`src/rtl/register_alu_flags_stack_executor_top_assert.svh`:
```
// Assertion macros for the register, flag and stack executor.
`ifndef REGISTER_ALU_FLAGS_STACK_EXECUTOR_TOP_ASSERT_SVH
`define REGISTER_ALU_FLAGS_STACK_EXECUTOR_TOP_ASSERT_SVH
// Assert that a condition implies a consequence in the next cycle.
`define RAFSE_NEXT(lbl, ante, cons) \
    lbl: assert property (@(posedge aclk) disable iff (!aresetn) (ante) |=> (cons)) \
        else $error("rafse check failed");
// Assert that a condition always holds.
`define RAFSE_ALWAYS(lbl, cond) \
    lbl: assert property (@(posedge aclk) disable iff (!aresetn) (cond)) \
        else $error("rafse check failed");
`endif

```
`src/rtl/rafse_pkg.sv`:
```
// Shared types and constants of the register, flag and stack executor.
package rafse_pkg;
    localparam int DATA_W = 32;
    localparam int REG_AW = 5;
    // MULL splits the product by this power of two.
    localparam int MUL_SPLIT_DIVISOR = 16;

    typedef enum logic [4:0] {
        CMD_ADD = 5'd0, CMD_SUB = 5'd1, CMD_AND = 5'd2, CMD_XOR = 5'd3, CMD_OR = 5'd4,
        CMD_DIV = 5'd5, CMD_MULL = 5'd6, CMD_ADDI = 5'd7, CMD_SUBI = 5'd8,
        CMD_ANDI = 5'd9, CMD_XORI = 5'd10, CMD_ORI = 5'd11, CMD_MOVI = 5'd12,
        CMD_MOVR = 5'd13, CMD_SWP = 5'd14, CMD_SKIE = 5'd15, CMD_PUSH = 5'd16,
        CMD_POP = 5'd17, CMD_INPUT = 5'd18, CMD_OUTPUT = 5'd19, CMD_READREG = 5'd20
    } cmd_t;

    typedef enum logic [1:0] {
        ST_OK = 2'd0, ST_DIV0 = 2'd1, ST_EMPTY = 2'd2, ST_DROP = 2'd3
    } status_t;

    typedef enum logic [3:0] {
        S_IDLE, S_READ, S_EXEC, S_MUL, S_DIV, S_DIVFIX, S_POPRD, S_WRA, S_WRB, S_OUT
    } state_t;

    localparam logic [7:0] FLAG_PAR  = 8'h01;
    localparam logic [7:0] FLAG_ZERO = 8'h02;
    localparam logic [7:0] FLAG_NEG  = 8'h04;
    localparam logic [7:0] FLAG_OVF  = 8'h20;

    // Request from the sequencer to the divider.
    typedef struct packed {
        logic              start;
        logic [DATA_W-1:0] dividend;
        logic [DATA_W-1:0] divisor;
    } div_req_t;

    // Answer of the divider.
    typedef struct packed {
        logic              done;
        logic [DATA_W-1:0] quot;
        logic [DATA_W-1:0] rem;
    } div_rsp_t;

    function automatic logic [7:0] pzn(input logic [DATA_W-1:0] v, input logic ovf);
        pzn = ({7'd0, ^v} & FLAG_PAR) | ((v == '0) ? FLAG_ZERO : 8'h00)
            | (v[DATA_W-1] ? FLAG_NEG : 8'h00) | (ovf ? FLAG_OVF : 8'h00);
    endfunction
endpackage

```
`src/rtl/rafse_regfile.sv`:
```
// Register file: 32 words, one write port, one registered read port, with reset sweep.
module rafse_regfile import rafse_pkg::*; (
    input  logic              aclk,
    input  logic              aresetn,
    input  logic              we,
    input  logic [REG_AW-1:0] waddr,
    input  logic [DATA_W-1:0] wdata,
    input  logic [REG_AW-1:0] raddr,
    output logic [DATA_W-1:0] rdata,
    output logic              ready
);
    logic [DATA_W-1:0] mem [32];
    logic [REG_AW:0]   clr_reg;

    assign ready = clr_reg[REG_AW];

    // After reset the sweep writes zero to one word per cycle.
    always_ff @(posedge aclk) begin
        if (!aresetn) begin
            clr_reg <= '0;
        end else if (!clr_reg[REG_AW]) begin
            clr_reg <= clr_reg + 1'b1;
        end
    end

    always_ff @(posedge aclk) begin
        if (!clr_reg[REG_AW]) begin
            mem[clr_reg[REG_AW-1:0]] <= '0;
        end else if (we) begin
            mem[waddr] <= wdata;
        end
        rdata <= mem[raddr];
    end
endmodule

```
`config.mk`:
```
export PLATFORM = sky130hd
export DESIGN_NAME = rafse_regfile
export DESIGN_NICKNAME = d
export VERILOG_FILES = /design/src/rtl/register_alu_flags_stack_executor_top_assert.svh /design/src/rtl/rafse_pkg.sv /design/src/rtl/rafse_regfile.sv
export SDC_FILE = /design/constraint.sdc
export NUM_CORES = 1
export LEC_CHECK = 0
export BUFFER_PORTS_ARGS = -buffer_cell sky130_fd_sc_hd__buf_2
export CAP_MARGIN = 20
export CORE_ASPECT_RATIO = 0.75
export CORE_MARGIN = 1
export CORE_UTILIZATION = 30
export DETAILED_ROUTE_END_ITERATION = 7
export PLACE_DENSITY = 0.54
export SYNTH_ARGS = -nofsm -noshare
export SYNTH_HDL_FRONTEND = slang
export SYNTH_SLANG_ARGS = --single-unit
```
`constraint.sdc`:
```
create_clock -name aclk -period 3 [get_ports aclk]
set_input_delay 0.15 -clock aclk [delete_from_list [all_inputs] [get_ports aclk]]
set_output_delay 0.15 -clock aclk [all_outputs]
set_load 0.01 [all_outputs]
```
# Word level (Yosys, flattened, before mapping)
# Memory sizes are Yosys's and may differ from the RTL's. A register that Yosys moved wholly into a read port is not among the register bits.
# Index checks and enable logic that the tools add are counted.
op_classes:
  addsub: 1
  multipliers: 0
  div_mod_pow: 0
  n_lt_le_gt_ge: 0
  n_eq_ne: 0
  n_shift: 0
  mux: 8
  bitwise_logic: 0
  reduce_logical: 1
ops:
  columns: ["op", "count"]
  rows:
  - ["2-to-1 mux 32 bit", 1]
  - ["OR reduction 32 bit", 1]
  - ["adder 6 x 1 -> 6 bit, second input constant", 1]
  - ["2-to-1 mux 6 bit", 1]
  - ["2-to-1 mux 1 bit", 5]
  - ["2-to-1 mux 5 bit", 1]
totals:
  ff_bits: 6
  latch_bits: 0
  ram_bits: 1024
  rom_bits: 0
  input_bits: 45
  mem_count: 1
memory_table:
  columns: ["memory", "depth", "width", "rd", "rd_ports_with_merged_regs", "wr", "line", "rtl"]
  rows:
  - ["mem", 32, 32, 1, 1, 1, "rafse_regfile.sv:12", "logic [DATA_W-1:0] mem [32];"]

# Longest topological paths before layout
depth:
  depth_word: 5
  ltp_mapped: 8
  depth_no_buf: 5

# Worst setup path after synthesis
# No wires, ideal clock.
synth_timing:
  path_kind: "register -> register"
  startpoint: "register clr_reg[5]"
  endpoint: "memory mem[0][0] (enable)"
  setup_time_ns: 0.421
  t_arrival_ns: 2.606
  path_slack_ns: -0.027
  path_stages_with_launch: 6
  n_path_buf: 1
  path_cell_list: "dfxtp_1 buf_2 nand2_2 mux2i_1 nand3_1 nor2_1"
synth_between:
  elab_chain_len: 4
  elab_cells_between_ends: 6
synth_lines:
  columns: ["item", "line", "rtl"]
  rows:
  - ["start: declaration", "rafse_regfile.sv:13", "logic [REG_AW:0] clr_reg;"]
  - ["start signal: assignment", "rafse_regfile.sv:22", "clr_reg <= clr_reg + 1'b1;"]
  - ["2-to-1 mux 1 bit", "rafse_regfile.sv:27", "if (!clr_reg[REG_AW]) begin"]
  - ["2-to-1 mux 1 bit (implied by the code)", "rafse_regfile.sv:30", "mem[waddr] <= wdata;"]
  - ["OR reduction 32 bit (no source line)", null, null]
  - ["2-to-1 mux 5 bit (no source line) / 2-to-1 mux 1 bit (equally long branches)", null, null]
  - ["end: declaration", "rafse_regfile.sv:12", null]
# Several ways; a longest one is shown, not always the timed one.

# Final worst setup path
layout_timing:
  startpoint: "register clr_reg[5]"
  endpoint: "memory mem[5][27] (enable)"
# The elaborated chain is that of the path after synthesis.

==> impl_metrics.tcl <==
set metrics [dict create \
    gr-total-overflow 0 \
    first_global_vias 21647 \
    cts_inserted_buffers 101 \
    fp.dieArea_mm2 0.138 \
    timing.critical_path.from "clr_reg[5]$_SDFF_PN0_" \
    grt_first_pass_wirelength_um 155000 \
    track_usage_pct 15.6 \
    fp.dieW_um 429 \
    cts.repair.resized 0 \
    timing_hold_violations_final 0 \
    cts_sinks 1062 \
    final_net_count 2585 \
    number_of_antenna_violations_at_the_first_check_in_global_routing 7 \
    cts_tree "built" \
    unrepaired_setup_endpoints_after_global_routing "false" \
    critPathKind "reg -> reg" \
    fraction_of_synthesis_flops_using_an_asynchronous_set_or_reset_pin_pct 0 \
    largest_register_ff_count 1024 \
    synth_fa_ha_area_share_pct 0.0305 \
    vias_per_cell 4.95 \
    rrSetupSlack_ns 0.37 \
    rr_endpoint "mem[5][27]$_DFFE_PP_" \
    portBuffers 77 \
    synth_top_family_by_area "multiplexers" \
    hpwl_um 66200 \
    post-synth-top-count-cell "sky130_fd_sc_hd__edfxtp_1" \
    post-route-min-period_ns 2.63 \
    synth.avg_cell_area_um2 17.6 \
    firstDrtPassIters 7 \
    yosys.area.top_type "sky130_fd_sc_hd__edfxtp_1" \
    placeableCoreArea_mm2 0.136 \
    post-route-drc-count 0 \
    detailed_place.area_mm2 0.0447 \
    crit-reg2reg-launch "clr_reg[5]$_SDFF_PN0_" \
    final.setup.worst_slack_ns 0.367 \
    hp-class "in -> reg" \
    synth_area_mm2 0.0411 \
    r2r_cells 5 \
    count_of_state_elements_after_synthesis 1062 \
    cts.reportedPaths.clkPinSlew_ns 0.06 \
    max_freq_mhz 380 \
    synth_edf_count 1024 \
    ioPinCount 78 \
    clock-skew-final_ns 0.0320 \
    hold-path-cell-count 3 \
    finalCritPeriodShare_pct 87.8 \
    setup_violations 0 \
    timing.critical_path.required_ns 3.38 \
    powerDensity_mw_per_mm2 647 \
    fillers 12667 \
    clockRootBuffer "sky130_fd_sc_hd__clkbuf_16" \
    grt_start_max_net_pins 76 \
    cp-endpoint "mem[5][27]$_DFFE_PP_" \
    maxCapViolations 0 \
    layout_cells_excl_fill 4412 \
    fp.dieH_um 322 \
    start_kind "flop" \
    final.hold.worst_slack_ns 0.126 \
    h_tree_levels 3 \
    synth_simple_gate_area_share_pct 3.73 \
    worstSkewPairLatency_ns 0.70 \
    floorplan.initialDensity_pct 30.2 \
    synth_nets 2383 \
    worst-slew-pin-transition_ns 1.09 \
    wl_cell_um 24.7 \
    path_max_fanout 22 \
    synth_top_cells_by_area "sky130_fd_sc_hd__edfxtp_1 75%, sky130_fd_sc_hd__mux2i_1 13%, sky130_fd_sc_hd__dfxtp_1 1.9%" \
    synth_xor_area_share_pct 0.0640 \
    detailedPlace.worstSlack_ns 0.442 \
    drt_wl_total_um 109000 \
    routabilityCongestion 0.814 \
    synth_largest_type_area_fraction_pct 74.9 \
    postSynthCellCount 2337 \
    slew_headroom_pct 27.0 \
    synth.mux.area_fraction_pct 12.6 \
    cts_post_setup_buffers_inserted 0 \
    cts.path.max_buffers 3 \
    cp-end-kind "flop" \
    fp-row-count 117 \
    yosys_warnings 0 \
    drive_gt1_share_pct 16.7 \
    detailedRoute.firstIterationViolations 2227 \
    outcome "finished, final reports clean" \
    fin_area_mm2 0.0482 \
    final_max_slew_viol_count 0 \
    arrival_ns 3.01 \
    synth_seq_area_share_pct 76.7 \
    area_growth_syn_to_layout_pct 17.4 \
    leakage_nw 17.9 \
    netlist-cell-type-count 36 \
    synth.top_cells.by_count "1,024 x sky130_fd_sc_hd__edfxtp_1, 515 x sky130_fd_sc_hd__mux2i_1, 103 x sky130_fd_sc_hd__nand2_1" \
    via_count 21819 \
    final_antenna_net_count 0 \
    synth_compound_gate_area_share_pct 4.87 \
    setup_total_negative_slack_ns 0 \
    vdd_drop_max_mv 0.481 \
    placed_cell_count 4220 \
    synthFlopType "sky130_fd_sc_hd__edfxtp_1" \
]
layer usage:
| layer | GRT usage (%) | vias to the layer above | part of all wire (%) |
|---|---|---|---|
| met5 | 0 | - | 0.0092 |
| met4 | 3.52 | 2 | 2.0 |
| met3 | 3.50 | 150 | 6.9 |
| met2 | 24.4 | 709 | 46 |
| met1 | 22.0 | 11281 | 46 |
| li1 | - | 9677 | - |
through the flow:
step                      util (%)  power [mW]
after floorplan                  -        17.4
after global placement        32.9        18.0
after detailed placement      32.9        18.0
after CTS                     35.5        31.5
after global routing          35.5        32.1
final                         35.5        31.2
report_power, final:
| part | switching (mW) | internal (mW) | total, mW |
|---|---|---|---|
| registers | 0.0569 | 16.2 | 16.3 |
| clock network | 5.55 | 7.94 | 13.5 |
| logic | 0.928 | 0.496 | 1.42 |
placed cells by master, fill, tap and decap left out, drive strengths merged, types with 40 or more instances in the layout:
master	netlist	final
a21oi	96	96
a22o	64	64
a22oi	96	96
buf	87	232
clkbuf	47	121
clkinv	0	40
edfxtp	1024	1024
mux2i	516	516
nand2	104	104
nand3	100	100
nor2	40	40
final cells by class:
| type | count | area (µm²) | area share [%] |
|---|---|---|---|
| flip-flops and latches | 1062 | 31500 | 65.3 |
| well taps | 1785 | 2230 | 4.63 |
| inverters | 1 | 3.75 | 0.00778 |
| multi-input cells | 1140 | 9040 | 18.7 |
| clock inverters | 68 | 808 | 1.68 |
| diodes | 2 | 5.00 | 0.0104 |
| repair buffers | 233 | 1910 | 3.95 |
| clock buffers | 121 | 2720 | 5.63 |
critical path: stages, from the launching register on:
cell and delay, ns:
sky130_fd_sc_hd__dfxtp_2 0.34, sky130_fd_sc_hd__nand2_2 0.16, sky130_fd_sc_hd__mux2i_1 0.52, sky130_fd_sc_hd__nand3_1 0.43, sky130_fd_sc_hd__nor2_4 0.54, sky130_fd_sc_hd__buf_12 0.28
cells by family (layout without fill, tap and decap cells):
logic type | after synthesis | after routing
other | 0 | 2
XOR/XNOR | 3 | 3
multiplexers | 517 | 517
buffers and inverters | 135 | 423
adder cells (fa/ha/maj) | 1 | 1
flip-flops | 1062 | 1062
AO/OA/AOI/OAI | 293 | 293
AND/OR/NAND/NOR | 326 | 326
worst min path at each step:
stage,start,end,slack [ns]
after CTS,wdata[13],mem[11][13]$_DFFE_PP_,0.07
after global placement,aresetn,clr_reg[0]$_SDFFE_PN0N_,0.43
after detailed placement,aresetn,clr_reg[5]$_SDFF_PN0_,0.43
after global routing,wdata[13],mem[30][13]$_DFFE_PP_,0.12
after floorplan,aresetn,clr_reg[0]$_SDFFE_PN0N_,0.27
final,wdata[13],mem[11][13]$_DFFE_PP_,0.13
repair_timing:
| action | CTS | global route |
|---|---|---|
| endpoints found under the setup margin | 0 | 0 |
| endpoints found under the hold margin | 6 | 0 |
| hold buffers | 1 | 0 |
No activity file was read; power rests on OpenSTA's default activity.
