[config.mk]
export PLATFORM = sky130hd
export DESIGN_NAME = rafse_div
export DESIGN_NICKNAME = d
export VERILOG_FILES = /design/src/rtl/register_alu_flags_stack_executor_top_assert.svh /design/src/rtl/rafse_pkg.sv /design/src/rtl/rafse_div.sv
export SDC_FILE = /design/constraint.sdc
export NUM_CORES = 1
export LEC_CHECK = 0
export ABC_AREA = 0
export BUFFER_PORTS_ARGS = -buffer_cell sky130_fd_sc_hd__buf_2
export CORE_MARGIN = 2
export CORE_UTILIZATION = 45
export DETAILED_ROUTE_END_ITERATION = 10
export GPL_ROUTABILITY_DRIVEN = 1
export PLACE_DENSITY = 0.68
export SLEW_MARGIN = 20
export SYNTH_ARGS = -nofsm -noshare
export SYNTH_HDL_FRONTEND = slang
export SYNTH_SLANG_ARGS = --single-unit
[constraint.sdc]
create_clock -name aclk -period 4.48 [get_ports aclk]
set_input_delay 0 -clock aclk [delete_from_list [all_inputs] [get_ports aclk]]
set_output_delay 0 -clock aclk [all_outputs]
set_load 0.03 [all_outputs]
[src/rtl/register_alu_flags_stack_executor_top_assert.svh]
// Assertion macros for the register, flag and stack executor.
`ifndef REGISTER_ALU_FLAGS_STACK_EXECUTOR_TOP_ASSERT_SVH
`define REGISTER_ALU_FLAGS_STACK_EXECUTOR_TOP_ASSERT_SVH
// Assert that a condition implies a consequence in the next cycle.
`define RAFSE_NEXT(lbl, ante, cons) \
    lbl: assert property (@(posedge aclk) disable iff (!aresetn) (ante) |=> (cons)) \
        else $error("rafse check failed");
// Assert that a condition always holds.
`define RAFSE_ALWAYS(lbl, cond) \
    lbl: assert property (@(posedge aclk) disable iff (!aresetn) (cond)) \
        else $error("rafse check failed");
`endif

[src/rtl/rafse_pkg.sv]
// Shared types and constants of the register, flag and stack executor.
package rafse_pkg;
    localparam int DATA_W = 32;
    localparam int REG_AW = 5;
    // MULL splits the product by this power of two.
    localparam int MUL_SPLIT_DIVISOR = 16;

    typedef enum logic [4:0] {
        CMD_ADD = 5'd0, CMD_SUB = 5'd1, CMD_AND = 5'd2, CMD_XOR = 5'd3, CMD_OR = 5'd4,
        CMD_DIV = 5'd5, CMD_MULL = 5'd6, CMD_ADDI = 5'd7, CMD_SUBI = 5'd8,
        CMD_ANDI = 5'd9, CMD_XORI = 5'd10, CMD_ORI = 5'd11, CMD_MOVI = 5'd12,
        CMD_MOVR = 5'd13, CMD_SWP = 5'd14, CMD_SKIE = 5'd15, CMD_PUSH = 5'd16,
        CMD_POP = 5'd17, CMD_INPUT = 5'd18, CMD_OUTPUT = 5'd19, CMD_READREG = 5'd20
    } cmd_t;

    typedef enum logic [1:0] {
        ST_OK = 2'd0, ST_DIV0 = 2'd1, ST_EMPTY = 2'd2, ST_DROP = 2'd3
    } status_t;

    typedef enum logic [3:0] {
        S_IDLE, S_READ, S_EXEC, S_MUL, S_DIV, S_DIVFIX, S_POPRD, S_WRA, S_WRB, S_OUT
    } state_t;

    localparam logic [7:0] FLAG_PAR  = 8'h01;
    localparam logic [7:0] FLAG_ZERO = 8'h02;
    localparam logic [7:0] FLAG_NEG  = 8'h04;
    localparam logic [7:0] FLAG_OVF  = 8'h20;

    // Request from the sequencer to the divider.
    typedef struct packed {
        logic              start;
        logic [DATA_W-1:0] dividend;
        logic [DATA_W-1:0] divisor;
    } div_req_t;

    // Answer of the divider.
    typedef struct packed {
        logic              done;
        logic [DATA_W-1:0] quot;
        logic [DATA_W-1:0] rem;
    } div_rsp_t;

    function automatic logic [7:0] pzn(input logic [DATA_W-1:0] v, input logic ovf);
        pzn = ({7'd0, ^v} & FLAG_PAR) | ((v == '0) ? FLAG_ZERO : 8'h00)
            | (v[DATA_W-1] ? FLAG_NEG : 8'h00) | (ovf ? FLAG_OVF : 8'h00);
    endfunction
endpackage

[src/rtl/rafse_div.sv]
// Signed radix-2 restoring divider, one quotient bit per cycle, truncating.
module rafse_div import rafse_pkg::*; (
    input  logic     aclk,
    input  logic     aresetn,
    input  div_req_t req,
    output div_rsp_t rsp
);
    logic [DATA_W-1:0] q_reg, d_reg;
    logic [DATA_W:0]   r_reg;
    logic [5:0]        cnt_reg;
    logic              busy_reg, done_reg, qneg_reg, rneg_reg;
    logic [DATA_W:0]   shifted, diff;

    assign shifted = {r_reg[DATA_W-1:0], q_reg[DATA_W-1]};
    assign diff    = shifted - {1'b0, d_reg};

    always_ff @(posedge aclk) begin
        if (!aresetn) begin
            busy_reg <= 1'b0;
            done_reg <= 1'b0;
        end else begin
            done_reg <= 1'b0;
            if (req.start) begin
                busy_reg <= 1'b1;
                cnt_reg  <= 6'd0;
                qneg_reg <= req.dividend[DATA_W-1] ^ req.divisor[DATA_W-1];
                rneg_reg <= req.dividend[DATA_W-1];
                q_reg <= req.dividend[DATA_W-1] ? -req.dividend : req.dividend;
                d_reg <= req.divisor[DATA_W-1] ? -req.divisor : req.divisor;
                r_reg <= '0;
            end else if (busy_reg) begin
                if (diff[DATA_W]) begin
                    r_reg <= shifted;
                    q_reg <= {q_reg[DATA_W-2:0], 1'b0};
                end else begin
                    r_reg <= diff;
                    q_reg <= {q_reg[DATA_W-2:0], 1'b1};
                end
                cnt_reg <= cnt_reg + 6'd1;
                if (cnt_reg == 6'(DATA_W - 1)) begin
                    busy_reg <= 1'b0;
                    done_reg <= 1'b1;
                end
            end
        end
    end

    assign rsp.done = done_reg;
    assign rsp.quot = qneg_reg ? -q_reg : q_reg;
    assign rsp.rem  = rneg_reg ? -r_reg[DATA_W-1:0] : r_reg[DATA_W-1:0];
endmodule

# Word-level counts from Yosys, hierarchy flattened
# Index checks and enable logic that the tools add are counted.
[classes]
add_sub_neg = 6
reduce_logical = 4
bitwise = 3
muxes = 14
eq_ne = 1
[ops]
columns = ["operator", "count"]
rows = [
  ["$mux 32", 7],
  ["$neg 32->32", 4],
  ["$sub 33x32->33", 1],
  ["$mux 31", 1],
  ["$add 6x1->6 const B", 1],
  ["$eq 6x5->1 const B", 1],
  ["$mux 6", 1],
  ["$mux 1", 5],
  ["$reduce_and 2->1", 2],
  ["$reduce_or 3->1", 1],
  ["$not 1->1", 2],
  ["$reduce_bool 2->1", 1],
  ["$xor 1x1->1", 1],
]
[word_totals]
in_bits = 67
output_inout_bits = 65
elab_cells = 37
ff_bits = 106

# Logic depth before layout (Yosys ltp)
# Gate-level depths: netlist (run 1).
[logic_depth]
depth_word = 4
depth_mapped = 14
depth_no_buf = 12

# Least setup slack after synthesis (run 1)
# OpenSTA, ideal clock, no wires.
[synth_path]
path_type = "register to register"
from = "register q_reg[31]"
to = "register r_reg[27], data pin"
required_time_ps = 4205
n_path_buf = 2
path_stages_with_launch = 14
path_slack_ps = 1077
arrival_time_ps = 3127
setup_ps = 275
period_less_slack_ps = 3403
cell_sequence = "edfxtp_1 > inv_1 > ha_1 > fa_1 > nand2b_1 > a21o_1 > a21o_1 > a211oi_1 > o21ai_0 > mux2i_1 > nand2_1 > buf_1 > clkbuf_1 > o221ai_1"
[synth_between]
elab_chain_len = 3
[synth_lines]
columns = ["element", "line_no", "source"]
rows = [
  ["start, declared", "rafse_div.sv:8", "logic [DATA_W-1:0] q_reg, d_reg;"],
  ["start signal, assigned", "rafse_div.sv:28", "q_reg <= req.dividend[DATA_W-1] ? -req.dividend : req.dividend;"],
  ["start signal, assigned", "rafse_div.sv:34", "q_reg <= {q_reg[DATA_W-2:0], 1'b0};"],
  ["start signal, assigned", "rafse_div.sv:37", "q_reg <= {q_reg[DATA_W-2:0], 1'b1};"],
  ["$sub 33x32->33", "rafse_div.sv:15", "assign diff = shifted - {1'b0, d_reg};"],
  ["$mux 32", "rafse_div.sv:32", "if (diff[DATA_W]) begin"],
  ["$mux 32", "rafse_div.sv:31", "end else if (busy_reg) begin"],
  ["end signal, assigned", "rafse_div.sv:33", "r_reg <= shifted;"],
  ["end signal, assigned", "rafse_div.sv:36", "r_reg <= diff;"],
  ["end, declared", "rafse_div.sv:9", "logic [DATA_W:0] r_reg;"],
]
# Every way passes these cells. The select of a mux whose other input is x is not followed.
# A chain may end at the register's enable or synchronous reset.

# Worst setup path in the final report (run 1)
[layout_path]
from = "register q_reg[31]"
to = "register r_reg[1], data pin"
# Same word-level chain as after synthesis.

==> qor.yml, run 1 <==
outcome: "finished, final reports clean"
vias: 7150
synthArstFlopShare_pct: 0
overflow: 0
synthAdderAreaFrac_pct: 5.74
grt_pass1_vias: 6597
hpwl_microns: 14900
core-area_sq_um: 18500
cts.clk_slew.worst_paths_ns: 0.08
reg2reg_from: "q_reg[31]$_DFFE_PP_"
finalNonFillerCells: 1289
synth_top_flop_cell: "edfxtp_1"
tightest_slew_ns: 1.01
n_antenna_cell: 0
setup_ws_ns: 0.708
dp_slack_ns: 0.738
io-pin-count: 132
grt_pass1_wl_microns: 32800
r2r_cells: 13
path_cells: "inv_1 > ha_1 > fa_1 > nand2b_1 > a21o_1 > a21o_1 > a211oi_1 > o21ai_0 > mux2i_1 > nand2_1 > buf_4 > mux2_2 > nor2_1"
cpPeakStageDelay_ns: 0.51
synth_edf_count: 104
cts_tree: "yes"
die_area_sq_um: 19800
relSlewSlack_pct: 32.6
p_per_area_nw_per_um2: 348
synth_top_family_by_area: "compound AO/OA/AOI/OAI gates"
reg2reg_to: "r_reg[1]$_SDFFCE_PP0P_"
cts-buffers-inserted: 9
cp-start-kind: "flop"
finalCritPeriodShare_pct: 84.2
gp_congestion: 0.903
h-tree-depth: 3
io_buffers: 131
startpoint: "q_reg[31]$_DFFE_PP_"
die_h_microns: 141
grt_use_total_pct: 20.4
rrSetupSlack_ns: 0.71
finalSetupViolations: 0
drive_above_1_share_pct: 17.0
path_class: "flop to flop"
crit_path_top_delay_cell: "a211oi_1"
rows: 50
yosys_warnings: 0
start_util_pct: 45.5
yosys-top-cells-area: "edfxtp_1 (37%), xnor2_1 (11%), ha_1 (5.5%)"
synth_seq_cells: 106
avgRoutedWirePerCell_microns: 15.7
clkSinkCount: 106
final_common_cell: "buf_2"
synth_fp_nets: 1012
fmax_mhz: 265
peakVddDrop_v: 0.000203
post-cts-setup-buffers: 0
cp-end-kind: "flop"
required_ns: 4.69
synth_mux_area_share_pct: 3.70
min_period_ns: 3.77
slew_violations: 0
ant_nets: 0
setup_tns_ns: 0
maxCapViolations: 0
min_path_type: "input pin to flop"
clock-root-buffer: "clkbuf_16"
final_cell_mix: "buf_2 (131), edfxtp_1 (104), xnor2_1 (103)"
hold_slack_ns: 0.00510
postSynthCellCount: 907
drc: 0
crit_fanout: 26
p_leak_nw: 3.87
skew_ns: 0.0116
hold_viol: 0
synth_compound_area_share_pct: 17.5
die_w_microns: 141
first_pass_iters: 5
dr.first_iter.drc_count: 386
synth_area_sq_um: 8420
wirelength_microns: 20200
syn_to_final_growth_pct: 17.0
endpoint: "r_reg[1]$_SDFFCE_PP0P_"
viasPerCell: 5.55
synth_cell_types: 63
grt_start_max_net_pins: 94
synth-xor-area-share_pct: 14.9
antenna_found_initial: 0
layout.nets: 1155
synth_top_area_cell: "edfxtp_1"
cp.arrival_ns: 3.98
cpMostUsedCell: "a21o_1"
grt_setup_unrepaired: "false"
place_inst: 1245
cts_max_path_buffers: 2
yosys.area_share.simple_pct: 16.4
worstSkewPairLatency_ns: 0.37
yosysSeqAreaShare_pct: 37.6
yosysTopAreaCellShare_pct: 37.1
syn-mean-instance-area_sq_um: 9.28
final cells by class:
| class | count | area (sq um) |
|---|---|---|
| multi-input cells | 717 | 4900 |
| clock buffers | 9 | 225 |
| repair buffers | 166 | 988 |
| well taps | 234 | 293 |
| flip-flops and latches | 106 | 3160 |
| clock inverters | 7 | 86.3 |
| inverters | 50 | 188 |
| fillers | 1717 | 8670 |
where the power goes:
| group | leakage (nW) | switching (mW) | internal [mW] |
|---|---|---|---|
| clock network | 0.150 | 0.397 | 0.446 |
| logic | 2.71 | 0.761 | 0.503 |
| registers | 1.01 | 0.106 | 1.21 |
through the flow:
step | utilization (%) | power [mW] | instance area [sq um]
after global placement | 49.9 | 2.56 | 9250
after global routing | 53.2 | 3.63 | 9850
final | 53.2 | 3.43 | 9850
after CTS | 53.2 | 3.44 | 9850
after floorplan | - | 2.26 | 8420
after detailed placement | 50.0 | 2.58 | 9260
critical path: cells and delay by family, from the launching register on:
kind,cells,cell delay (ns)
compound gates,4,1.10
fa+ha+maj,2,0.62
mux,2,0.58
buf+inv,2,0.45
flops,1,0.44
simple gates,3,0.40
worst min path at each step:
stage             from                   to  slack (ns)  cells after the start
5_1_grt        req[22]  d_reg[22]$_DFFE_PP_        0.02                      2
3_5_place_dp    req[0]   d_reg[0]$_DFFE_PP_        0.23                      1
6_report       req[22]  d_reg[22]$_DFFE_PP_       0.005                      2
4_1_cts        req[22]  d_reg[22]$_DFFE_PP_     0.00001                      2
3_3_place_gp    req[0]   d_reg[0]$_DFFE_PP_        0.23                      1
2_1_floorplan   req[0]   d_reg[0]$_DFFE_PP_         0.1                      0
kinds of logic after synthesis:
| group | count (synthesis) |
|---|---|
| and+or+nand+nor | 278 |
| AOI/OAI and AO/OA | 228 |
| xor gates and xnor gates | 143 |
| DFF | 106 |
| buffers and inverters | 84 |
| adders and majority gates | 38 |
| muxes | 30 |
repair_timing:
action                                 4_1_cts  5_1_grt
hold buffers                                28        0
endpoints found under the hold margin       27        0
resized for setup                            0        0
setup endpoints to repair                    0        0
Yosys cell counts (3+ instances only):
cell type	n
a31oi_1	4
a21o_1	15
nor4_1	7
inv_1	49
and3_1	3
buf_1	3
o22ai_1	4
clkbuf_1	24
buf_4	3
o21ai_0	58
ha_1	37
nor2b_1	11
o41ai_1	16
or2_2	6
mux2_2	9
a21oi_1	58
or3_1	11
o31ai_1	39
xor2_1	40
nor3_1	9
nor2_1	79
edfxtp_1	104
a211oi_1	5
nand2b_1	11
xnor2_1	103
nand4_1	10
o221ai_1	3
nand3_1	17
o21a_1	6
or4_1	16
or3_4	3
nand2_1	79
o211ai_1	3
mux2i_1	21
and2_1	4
metal layers:
metal  wire length [microns]  GRT usage (%)  up-vias
met5                       0              0        -
met4                     378           6.68        0
met3                    1070           2.75       26
met2                    9260           33.3      211
met1                    9480           28.2     3296
li1                        -              -     3617
(Power assumes the default switching activity.)
==> run 2: changes to the inputs <==
==> constraint.sdc (replaced) <==
create_clock -name aclk -period 3.8 [get_ports aclk]
set_input_delay 0 -clock aclk [delete_from_list [all_inputs] [get_ports aclk]]
set_output_delay 0 -clock aclk [all_outputs]
set_load 0.03 [all_outputs]
==> qor.yml, run 2 (same netlist as run 1, synthesis figures left out) <==
outcome: "finished, final reports clean"
path_class: "flop to primary output"
post_dp_cell_area_sq_um: 9310  # +0.55%
cp-start-kind: "flop"
cp.arrival_ns: 3.60  # -0.38 ns
final_cell_mix: "buf_2 (130), edfxtp_1 (104), xnor2_1 (103)"
reg2reg_from: "q_reg[31]$_DFFE_PP_"
layout.nets: 1162  # +0.61%
hpwl_microns: 15300  # +3.0%
hold_path_depth: 2  # unchanged
vias: 7228  # +1.1%
min_period_ns: 3.60
wirelength_microns: 20700  # +2.3%
worstSkewPairLatency_ns: 0.36  # about the same
finalCritPeriodShare_pct: 94.8
dp_slack_ns: 0.260  # -0.478 ns
setup_tns_ns: 0  # unchanged
die_h_microns: 141  # unchanged
setup_ws_ns: 0.196  # -0.512 ns
antenna_found_initial: 0  # unchanged
ant_nets: 0  # unchanged
hold_viol: 0  # unchanged
io_buffers: 131  # unchanged
grt_pass1_vias: 6965  # +5.6%
rows: 50  # unchanged
r2r_cells: 13  # unchanged
maxCapViolations: 0  # unchanged
dr.first_iter.drc_count: 472  # +22%
grt_start_max_net_pins: 59  # -37%
cts_tree: "yes"
first_pass_iters: 5  # unchanged
core-area_sq_um: 18500  # unchanged
grt_use_total_pct: 21.2  # +0.86 points
utilization_pct: 53.5  # +0.35 points
skew_ns: 0.00658  # -0.00502 ns
drc: 0  # unchanged
p_leak_nw: 3.90  # +0.73%
avgRoutedWirePerCell_microns: 15.9  # +1.8%
peakVddDrop_v: 0.000249  # +23%
cts-buffers-inserted: 9  # unchanged
slew_violations: 0  # unchanged
required_ns: 3.80  # -0.89 ns
startpoint: "q_reg[4]$_DFFE_PP_"
gp_congestion: 0.904  # +0.11%
final_common_cell: "buf_2"
clkSinkCount: 106  # unchanged
relSlewSlack_pct: 31.3  # -1.2 points
syn_to_final_growth_pct: 17.7
tightest_slew_ns: 1.03  # +0.0187 ns
viasPerCell: 5.58  # +0.54%
finalSetupViolations: 0  # unchanged
cts.clk_slew.worst_paths_ns: 0.07  # about the same
crit_fanout: 5  # -81%
n_antenna_cell: 0  # unchanged
cts_max_path_buffers: 2  # unchanged
grt_setup_unrepaired: "true"
h-tree-depth: 3  # unchanged
die_area_sq_um: 19800  # unchanged
io-pin-count: 132  # unchanged
hp-start: "req[12]"
drive_above_1_share_pct: 17.6  # +0.64 points
clock-root-buffer: "clkbuf_16"
die_w_microns: 141  # unchanged
stdcell_area_sq_um: 9910  # +0.66%
p_per_area_nw_per_um2: 407  # +17%
fmax_mhz: 277
min_path_type: "input pin to flop"
grt_pass1_wl_microns: 34100  # +4.1%
overflow: 0  # unchanged
p_total_mw: 4.03  # +18%
start_util_pct: 45.5  # unchanged
cp-end-kind: "primary output"
==> run 2: changes by cell type in the layout (fill, tap and decap cells not counted), moves of 2 or more <==
cell and delta:
inv_8 -2, clkinv_1 +2, buf_4 +5, or4_1 -2
or4_4 +2
==> run 2: per-stage QoR <==
stage | hold slack, ns | std cells
6_report | 0.00490 | 1296
2_1_floorplan | 0.0989 | 907
3_3_place_gp | 0.231 | 1251
5_1_grt | 0.0316 | 1296
3_5_place_dp | 0.231 | 1251
4_1_cts | 0.00126 | 1296
==> run 2: power breakdown <==
part / internal [mW] / switching, mW
clock network: 0.509 / 0.444
registers: 1.43 / 0.122
logic: 0.612 / 0.912
==> run 2: metal layers <==
layer  vias to the layer above  GRT usage (%)  share of wire (%)
met1                      3356           28.6                 47
met2                       222           34.8                 46
met3                        27           3.70                5.8
met5                         -              0                  0
met4                         0           7.26                1.8
li1                       3623              -                  -
==> run 2: area by class of cell <==
class / count / area, sq um
clock buffer: 9 / 225
clock inverter: 7 / 70.1
fill: 1684 / 8610
inverter: 50 / 188
multi-input combinational: 717 / 4910
sequential: 106 / 3160
tap: 234 / 293
timing repair buffer: 173 / 1060
==> run 2: timing repair <==
| action | 4_1_cts | 5_1_grt |
|---|---|---|
| buffers inserted | 0 | 0 |
| endpoints found under the setup margin | 0 | 21 |
| hold buffers | 29 | 0 |
| endpoints found under the hold margin | 29 | 0 |
| resized for setup | 0 | 6 |
==> run 2: critical path, stage by stage (launching register included) <==
cell and delay, ns:
edfxtp_1 0.44, or3_1 0.41, nor3_1 0.20, nand2_1 0.11, or4_1 0.45, or2_2 0.37, nand2b_1 0.18, or4_1 0.50
o21ai_0 0.23, xnor2_1 0.14, buf_2 0.21
==> run 2: final timing paths <==
kind                            endpoint  slack [ns]
setup reg to reg  r_reg[1]$_SDFFCE_PP0P_        0.39
hold reg to reg      done_reg$_SDFF_PP0_        0.45
setup / recovery                 rsp[62]        0.20
hold / removal       d_reg[12]$_DFFE_PP_       0.005
==> run 3: changes to the inputs <==
--- a/config.mk
+++ b/config.mk
@@ -11,6 +11,7 @@
 export CORE_UTILIZATION = 45
 export DETAILED_ROUTE_END_ITERATION = 10
 export GPL_ROUTABILITY_DRIVEN = 1
+export MAX_ROUTING_LAYER = met4
 export PLACE_DENSITY = 0.68
 export SLEW_MARGIN = 20
 export SYNTH_ARGS = -nofsm -noshare
==> qor.yml, run 3 (same netlist as run 1, synthesis figures left out) <==
die_area_sq_um: 19800  # unchanged
die_h_microns: 141  # unchanged
crit_family: "simple AND/OR/NAND/NOR gates"
power.switching_mw: 1.47  # -0.74%
die_w_microns: 141  # unchanged
grt_use_total_pct: 21.7  # +0.43 points
regArea_sq_um: 3160  # unchanged
path_class: "flop to primary output"
p_total_mw: 4.08  # +1.3%
finalSetupViolations: 0  # unchanged
cts-buffers-inserted: 9  # unchanged
antenna_found_initial: 0  # unchanged
post-cts-setup-buffers: 0  # unchanged
post_dp_cell_area_sq_um: 9310  # unchanged
hpwl_microns: 15300  # +0.20%
power_switching_share_pct: 35.9  # -0.74 points
worstSkewPairLatency_ns: 0.36  # about the same
crit_buf_inv: 1  # unchanged
reg2reg_to: "r_reg[12]$_SDFFCE_PP0P_"
peakVddDrop_v: 0.000259  # +4.0%
stdcell_area_sq_um: 9910  # about the same
cp-start-kind: "flop"
cts_max_path_buffers: 2  # unchanged
syn_to_final_growth_pct: 17.8  # about the same
vias: 7285  # +0.79%
comb_power_share_pct: 37.2  # -0.6 points
p_per_area_nw_per_um2: 412  # +1.3%
startpoint: "q_reg[4]$_DFFE_PP_"
io_buffers: 131  # unchanged
ant_nets: 0  # unchanged
outcome: "finished, final reports clean"
finalNonFillerCells: 1295  # -0.077%
r2r_cells: 13  # unchanged
first_pass_iters: 6  # +1
overflow: 0  # unchanged
p_clk_share_pct: 24.6  # +0.9 points
rows: 50  # unchanged
cpMostUsedCell: "or4_1"
h-tree-depth: 3  # unchanged
finalCritPeriodShare_pct: 94.3  # -0.56 points
worst-path-stages: 10  # unchanged
fillCellCount: 1695  # +0.65%
seqPwrFrac_pct: 38.1  # -0.5 points
dr.first_iter.drc_count: 514  # +8.9%
cts.clk_slew.worst_paths_ns: 0.07  # about the same
maxCapViolations: 0  # unchanged
path_cells: "or3_1 > nor3_1 > nand2_1 > or4_1 > or2_2 > nand2b_1 > or4_1 > o21ai_0 > xnor2_1 > buf_2"
avgRoutedWirePerCell_microns: 16.0  # +0.15%
utilization_pct: 53.5  # about the same
cp.arrival_ns: 3.58  # -0.02 ns
clock-root-buffer: "clkbuf_16"
endpoint: "rsp[60]"
relSlewSlack_pct: 28.9  # -2.4 points
gp_congestion: 0.912  # +0.84%
grt_pass1_wl_microns: 33900  # -0.71%
slew_violations: 0  # unchanged
wirelength_microns: 20700  # about the same
drc: 0  # unchanged
grt_setup_unrepaired: "false"
viasPerCell: 5.63  # +0.87%
grt_pass1_vias: 6836  # -1.9%
final_cell_mix: "buf_2 (130), edfxtp_1 (104), xnor2_1 (103)"
tightest_slew_ns: 1.07  # +0.0364 ns
crit_fanout: 5  # unchanged
clkSinkCount: 106  # unchanged
hold_viol: 0  # unchanged
min_path_type: "input pin to flop"
core-area_sq_um: 18500  # unchanged
layout.nets: 1161  # -0.086%
min_period_ns: 3.58  # -0.0214 ns
multi_input_comb_area_sq_um: 4910  # about the same
cts_tree: "yes"
cpPeakStageDelay_ns: 0.49  # about the same
required_ns: 3.80  # about the same
place_inst: 1251  # unchanged
setup_tns_ns: 0  # unchanged
final_common_cell: "buf_2"
p_leak_nw: 3.91  # +0.24%
crit_path_top_delay_cell: "or4_1"
start_util_pct: 45.5  # unchanged
io-pin-count: 132  # unchanged
p_int_mw: 2.62  # +2.5%
fmax_mhz: 279  # +0.60%
reg2reg_from: "q_reg[31]$_DFFE_PP_"
grt_start_max_net_pins: 50  # -15%
drive_above_1_share_pct: 17.4  # -0.17 points
skew_ns: 0.00886  # +0.00228 ns
n_antenna_cell: 0  # unchanged
cp-end-kind: "primary output"
rrSetupSlack_ns: 0.36  # -0.03 ns
## run 3: changes by cell type in the layout (fill, tap and decap cells not counted)
cell | before | now
clkinv_4 | 2 | 1
clkbuf_1 | 0 | 1
or4_4 | 4 | 3
o21ai_1 | 1 | 0
o21ai_0 | 57 | 58
clkbuf_4 | 1 | 0
bufinv_16 | 1 | 2
or4_1 | 14 | 15
clkinv_2 | 0 | 1
buf_4 | 12 | 13
clkinvlp_4 | 2 | 0
dlygate4sd3_1 | 29 | 28
## run 3: power by group through the flow
stage | clock, mW | sequential (mW) | combinational (mW)
2_1_floorplan | 0 | 1.53 | 1.13
3_3_place_gp | 0 | 1.58 | 1.47
3_5_place_dp | 0 | 1.58 | 1.48
4_1_cts | 1.02 | 1.55 | 1.51
5_1_grt | 1.06 | 1.57 | 1.67
6_report | 1.01 | 1.56 | 1.52
## run 3: through the flow
| stage | worst slack, ns | hold slack [ns] |
|---|---|---|
| floorplan | 0.397 | 0.0989 |
| global placement | 0.305 | 0.230 |
| detailed placement | 0.248 | 0.227 |
| CTS | 0.126 | 0.00917 |
| global route | 0.0155 | 0.0155 |
| finish | 0.218 | 0.0224 |
## run 3: layer usage
| layer | up-vias | wire, microns | track usage [%] | share of wire (%) |
|---|---|---|---|---|
| li1 | 3621 | - | - | - |
| met4 | 0 | 406 | 7.00 | 2.0 |
| met1 | 3354 | 9580 | 29.8 | 46 |
| met3 | 34 | 1340 | 2.75 | 6.5 |
| met2 | 276 | 9360 | 33.5 | 45 |
| met5 | - | 0 | - | 0 |
## run 3: worst min-delay path by stage
stage / startpoint / end / slack [ns] / cells after the start
2_1_floorplan: req[0] / d_reg[0]$_DFFE_PP_ / 0.1 / 0
3_3_place_gp: req[0] / d_reg[0]$_DFFE_PP_ / 0.23 / 1
3_5_place_dp: req[0] / d_reg[0]$_DFFE_PP_ / 0.23 / 1
4_1_cts: req[11] / d_reg[11]$_DFFE_PP_ / 0.009 / 2
5_1_grt: req[11] / d_reg[11]$_DFFE_PP_ / 0.02 / 2
6_report: req[11] / d_reg[11]$_DFFE_PP_ / 0.02 / 2
## run 3: layout make-up
class	instances	area share (%)
Clock buffer	10	2.31
Clock inverter	6	0.820
Inverter	50	1.89
Multi-Input combinational cell	717	49.5
Sequential cell	106	31.9
Tap cell	234	2.95
Timing Repair Buffer	172	10.6
## run 3: repair_timing
| action | CTS | global route |
|---|---|---|
| resized for setup | 0 | 5 |
| endpoints found under the hold margin | 28 | 0 |
| setup endpoints to repair | 0 | 20 |
| hold buffers | 28 | 0 |
